$ cat src/rtl/core/wmse_pkg.sv
// Shared constants and types of the weighted MAX-SAT evaluator.
package wmse_pkg;

  localparam int NUM_VARS    = 256;
  localparam int IDX_W       = $clog2(NUM_VARS);
  localparam int ID_W        = 9;
  localparam int W_IN_W      = 16;
  localparam int WEIGHT_BITS = 16;
  localparam int CNT_W       = 13;
  localparam int MAX_CLAUSES = 4096;
  localparam int WS_W        = 24;
  localparam int SQ_W        = 2 * CNT_W;
  localparam int NUM_W       = WS_W + SQ_W;
  localparam int DIV_CNT_W   = $clog2(WS_W + 1);
  localparam int IN_DATA_W   = 32;
  localparam int OUT_DATA_W  = 80;
  localparam int OUT_PAD_W   = OUT_DATA_W - (3 * CNT_W + 2 * WS_W + 1 - CNT_W);

  localparam logic KIND_VAR = 1'b0;
  localparam logic KIND_LIT = 1'b1;

  typedef struct packed {
    logic                   en;
    logic [IDX_W-1:0]       addr;
    logic                   val;
    logic [WEIGHT_BITS-1:0] weight;
  } store_wr_t;

endpackage

$ cat src/rtl/core/wmse_divider.sv
// Restoring divider, one quotient bit per cycle.
module wmse_divider (
  input  logic                          clk,
  input  logic                          rst_n,
  input  logic                          start,
  input  logic [wmse_pkg::NUM_W-1:0]    num,
  input  logic [wmse_pkg::SQ_W-1:0]     den,
  output logic                          done,
  output logic [wmse_pkg::WS_W-1:0]     quo
);

  logic [wmse_pkg::DIV_CNT_W-1:0] cnt_r;
  logic                           busy_r;
  logic                           done_r;
  logic [wmse_pkg::SQ_W-1:0]      rem_r;
  logic [wmse_pkg::SQ_W-1:0]      den_r;
  logic [wmse_pkg::WS_W-1:0]      low_r;
  logic [wmse_pkg::SQ_W:0]        trial;
  logic [wmse_pkg::SQ_W:0]        diff;
  logic                           ge;

  assign trial = {rem_r, low_r[wmse_pkg::WS_W-1]};
  assign ge    = trial >= {1'b0, den_r};
  assign diff  = trial - {1'b0, den_r};

  always_ff @(posedge clk) begin
    if (!rst_n) begin
      cnt_r  <= '0;
      busy_r <= 1'b0;
      done_r <= 1'b0;
    end else begin
      done_r <= 1'b0;
      if (start) begin
        cnt_r  <= wmse_pkg::DIV_CNT_W'(wmse_pkg::WS_W);
        busy_r <= 1'b1;
      end else if (busy_r) begin
        cnt_r <= cnt_r - wmse_pkg::DIV_CNT_W'(1);
        if (cnt_r == wmse_pkg::DIV_CNT_W'(1)) begin
          busy_r <= 1'b0;
          done_r <= 1'b1;
        end
      end
    end
  end

  // high part of the dividend is below the divisor since the quotient fits WS_W bits
  always_ff @(posedge clk) begin
    if (start) begin
      rem_r <= num[wmse_pkg::NUM_W-1:wmse_pkg::WS_W];
      low_r <= num[wmse_pkg::WS_W-1:0];
      den_r <= den;
    end else if (busy_r) begin
      rem_r <= ge ? diff[wmse_pkg::SQ_W-1:0] : trial[wmse_pkg::SQ_W-1:0];
      low_r <= {low_r[wmse_pkg::WS_W-2:0], ge};
    end
  end

  assign done = done_r;
  assign quo  = low_r;

endmodule

$ cat config.mk
export PLATFORM = sky130hd
export DESIGN_NAME = wmse_divider
export DESIGN_NICKNAME = d
export VERILOG_FILES = /design/src/rtl/core/wmse_pkg.sv /design/src/rtl/core/wmse_divider.sv
export SDC_FILE = /design/constraint.sdc
export NUM_CORES = 1
export LEC_CHECK = 0
export BUFFER_PORTS_ARGS = -buffer_cell sky130_fd_sc_hd__buf_2
export CELL_PAD_IN_SITES_DETAIL_PLACEMENT = 1
export CELL_PAD_IN_SITES_GLOBAL_PLACEMENT = 2
export CORE_ASPECT_RATIO = 1.25
export CORE_UTILIZATION = 36
export CTS_CLUSTER_DIAMETER = 150
export DETAILED_ROUTE_END_ITERATION = 16
export PLACE_DENSITY_LB_ADDON = 0.1
export REMOVE_ABC_BUFFERS = 1
export SYNTH_ARGS = -nofsm -noshare
export SYNTH_HDL_FRONTEND = slang
export SYNTH_SLANG_ARGS = --single-unit
$ cat constraint.sdc
create_clock -name clk -period 3.1 [get_ports clk]
set_input_delay 0.465 -clock clk [delete_from_list [all_inputs] [get_ports clk]]
set_output_delay 0.465 -clock clk [all_outputs]
set_load 0.1 [all_outputs]
==> impl_metrics.yaml <==
final_layout:
  final_layout_size_suffix_gt1_share_pct: 31.86
  layout.cells.most_common_list: "102 x buf_2, 76 x edfxtp_1, 34 x inv_1, 30 x nand2_1, 28 x ha_1"
  antennaDiodeCount: 0
  design.final.nets: 646
  fin_area_um2: 6087
  area_delta_synth_final_pct: 21.02
  mostFrequentLayoutCell: "buf_2"
power_and_ir_drop:
  internal_power_mw: 2.922
  powerDensity_nw_per_um2: 774.6
  power.leakage_nw: 2.601
  p_clk_share_pct: 24.5
  seq_power_share_pct: 33.1
  switching_power_mw: 1.792
  vdd_ir_drop_max_mv: 0.3034
  swShare_pct: 38.02
  power_frac_comb_pct: 42.4
global_routing:
  gr-usage-all-layers_pct: 17.57
  grt-ovfl-total: 0
  grt_pass1_wl_mm: 19.75
  grt_antenna_before_repair: 0
  first_global_vias: 3978
  grt_max_degree: 71
sta:
  slew_headroom_pct: 51.44
  setup_viol: 0
  drv_slew: 0
  finalHoldViolCount: 0
  worst_clock_skew_ns: 0.008446
  whs_ns: 0.2955
  setup_ws_ns: 0.2194
  fin_crit_sh_pct: 92.92
  finalSetupTns_ns: 0
  post-route-min-period_ns: 2.881
  rsz0062_at_grt: "false"
  worstMarginPinSlew_ns: 0.7284
  fmax_mhz: 347.2
worst_setup_path:
  setup.worst_path.end_class: "flop"
  worstPathMaxFanout: 28
  crit_path_start_kind: "flop"
  path_class: "reg -> reg"
  max_stage_delay_ns: 0.39
  critPathLaunch: "rem_r[2]$_DFFE_PP_"
  crit_arrival_ns: 2.97
  slowest_stage: "edfxtp_1"
  reg2reg_from: "rem_r[2]$_DFFE_PP_"
  critPathRequiredTime_ns: 3.19
  path_cells: "ha_1 > a21o_1 > a21oi_1 > a21oi_2 > o211ai_1 > a21oi_2 > o31ai_4 > buf_8 > a21oi_1 > o31a_1"
clocking:
  insertion_delay_ns: 0.34
  clock_path_buffers: 2
  htreeDepth: 3
  root_buffer: "clkbuf_16"
  cts_hold_buf: 0
  cts_made_buffers: 9
  numClockSinks: 83
  cts_tree: "done"
  clk_pin_slew_ns: 0.07
floorplan:
  die_w_um: 107.7
  std_cell_rows: 47
  io_pins: 104
  start_util_pct: 37.35
  die_y_um: 134.2
  core_um2: 13470
  dieArea_um2: 14450
hold_path:
  hold_class: "in -> reg"
  min-delay-start: "den[25]"
synthesis:
  synth_top_area_cell: "edfxtp_1"
  syn_area_um2: 5030
  ys_async_sr_fraction_pct: 0
  yosysUniqueCellTypes: 52
  synth_area_per_cell_um2: 11.54
  synth_ff_type: "edfxtp_1"
  yosys_warnings: 0
  synth_seq_area_share_pct: 48.16
  synth_edf_count: 76
  netlist_instances: 436
  synth.top_cell.area_share_pct: 45.37
  synth-seq-cells: 83
  synth.area.top_cells: "edfxtp_1 45%, ha_1 7.0%, mux2_2 5.1%"
route:
  ant_nets: 0
  wirelength_mm: 11.98
  drcViolationCount: 0
  dr.pass1.iters: 4
  vias: 3708
  avgRoutedWirePerCell_um: 16.78
  drt_iter0_drc: 91
  viasPerCell: 5.193
placed_design:
  dp_slack_ns: 0.07894
  placed_area_um2: 5744
  gp_congestion: 0.7444
  io_buffers: 103
  dp_hpwl_mm: 8.729
job:
  max_cap_violations: 0
status:
  status: "complete, no violations"
-- area by class of cell --
cell class                 count  area, µm²
sequential                    83       2422
multi-input combinational    296       2376
fill                        1493       7380
timing repair buffer         114      620.6
tap                          171      214.0
inverter                      34      127.6
clock inverter                 3      22.52
clock buffer                  13      304.0
-- critical path, delay by kind of cell (launching register included) --
kind	cells	cell delay [ns]
AO/OA/AOI/OAI	8	1.60
buffers and inverters	1	0.26
flip-flops	1	0.39
adder cells (fa/ha/maj)	1	0.38
-- state kept, by name (all words and copies together), names as in the netlist --
name / cells
den_r: 26
quo: 24
done: 1
busy_r: 1
cnt_r: 5
rem_r: 26
-- final timing paths --
kind,to,slack [ns],cells past startpoint
max,rem_r[0]$_DFFE_PP_,0.22,10
min,den_r[25]$_DFFE_PP_,0.30,1
min reg2reg,cnt_r[1]$_SDFFE_PP0P_,0.52,2
max reg2reg,rem_r[0]$_DFFE_PP_,0.22,10
-- cells in the mapped netlist (3+ instances only) --
master	n
a21o_1	17
a21oi_1	23
a21oi_2	3
a31oi_1	4
a32oi_1	8
and3_1	7
buf_1	3
buf_6	3
clkbuf_1	13
dfxtp_1	7
edfxtp_1	76
ha_1	28
inv_1	34
mux2_2	23
nand2_1	30
nand2b_1	9
nand3_1	3
nand4_1	4
nand4b_1	15
nor2_1	10
nor2b_1	15
nor3_1	6
nor4_1	3
o211ai_1	3
o21a_1	3
o21ai_0	6
o21bai_1	4
o311ai_0	4
o311ai_2	10
o31ai_1	8
xnor2_1	12
xor2_1	14
-- timing repair --
action	in CTS	in global routing
resized for setup	0	4
setup buffers	0	1
endpoints found under the setup margin	0	18
-- power groups by stage --
stage               sequential [mW]  clock, mW  combinational, mW
floorplan                      1.81          0               1.22
global placement               1.58          0               1.97
CTS                            1.56       1.19               2.01
global route                   1.58       1.23               2.19
detailed placement             1.59          0               2.00
finish                         1.56       1.16               2.00
-- metal layers --
layer  GRT usage [%]  vias to the layer above  part of all wire [%]
li1                -                     1855                     -
met1           20.64                     1768                    42
met2           32.02                       73                    52
met3           3.596                       12                   4.1
met4           4.795                        0                   1.2
met5               0                        -                     0
-- cells by family after synthesis --
family	Yosys count	share of synthesized area [%]
compound gates	107	17.11
xor+xnor	26	4.527
fa+ha+maj	29	7.363
buf+inv	57	4.900
flops	83	48.16
mux	25	5.547
simple gates	109	12.39
-- stage by stage --
stage               cells  utilization, %  power (mW)
floorplan             413               -       3.035
global placement      697           42.66       3.548
detailed placement    697           42.66       3.585
CTS                   713           45.08       4.769
global route          714           45.20       5.005
finish                714           45.20       4.715
Power figures use the tool's default switching activity.
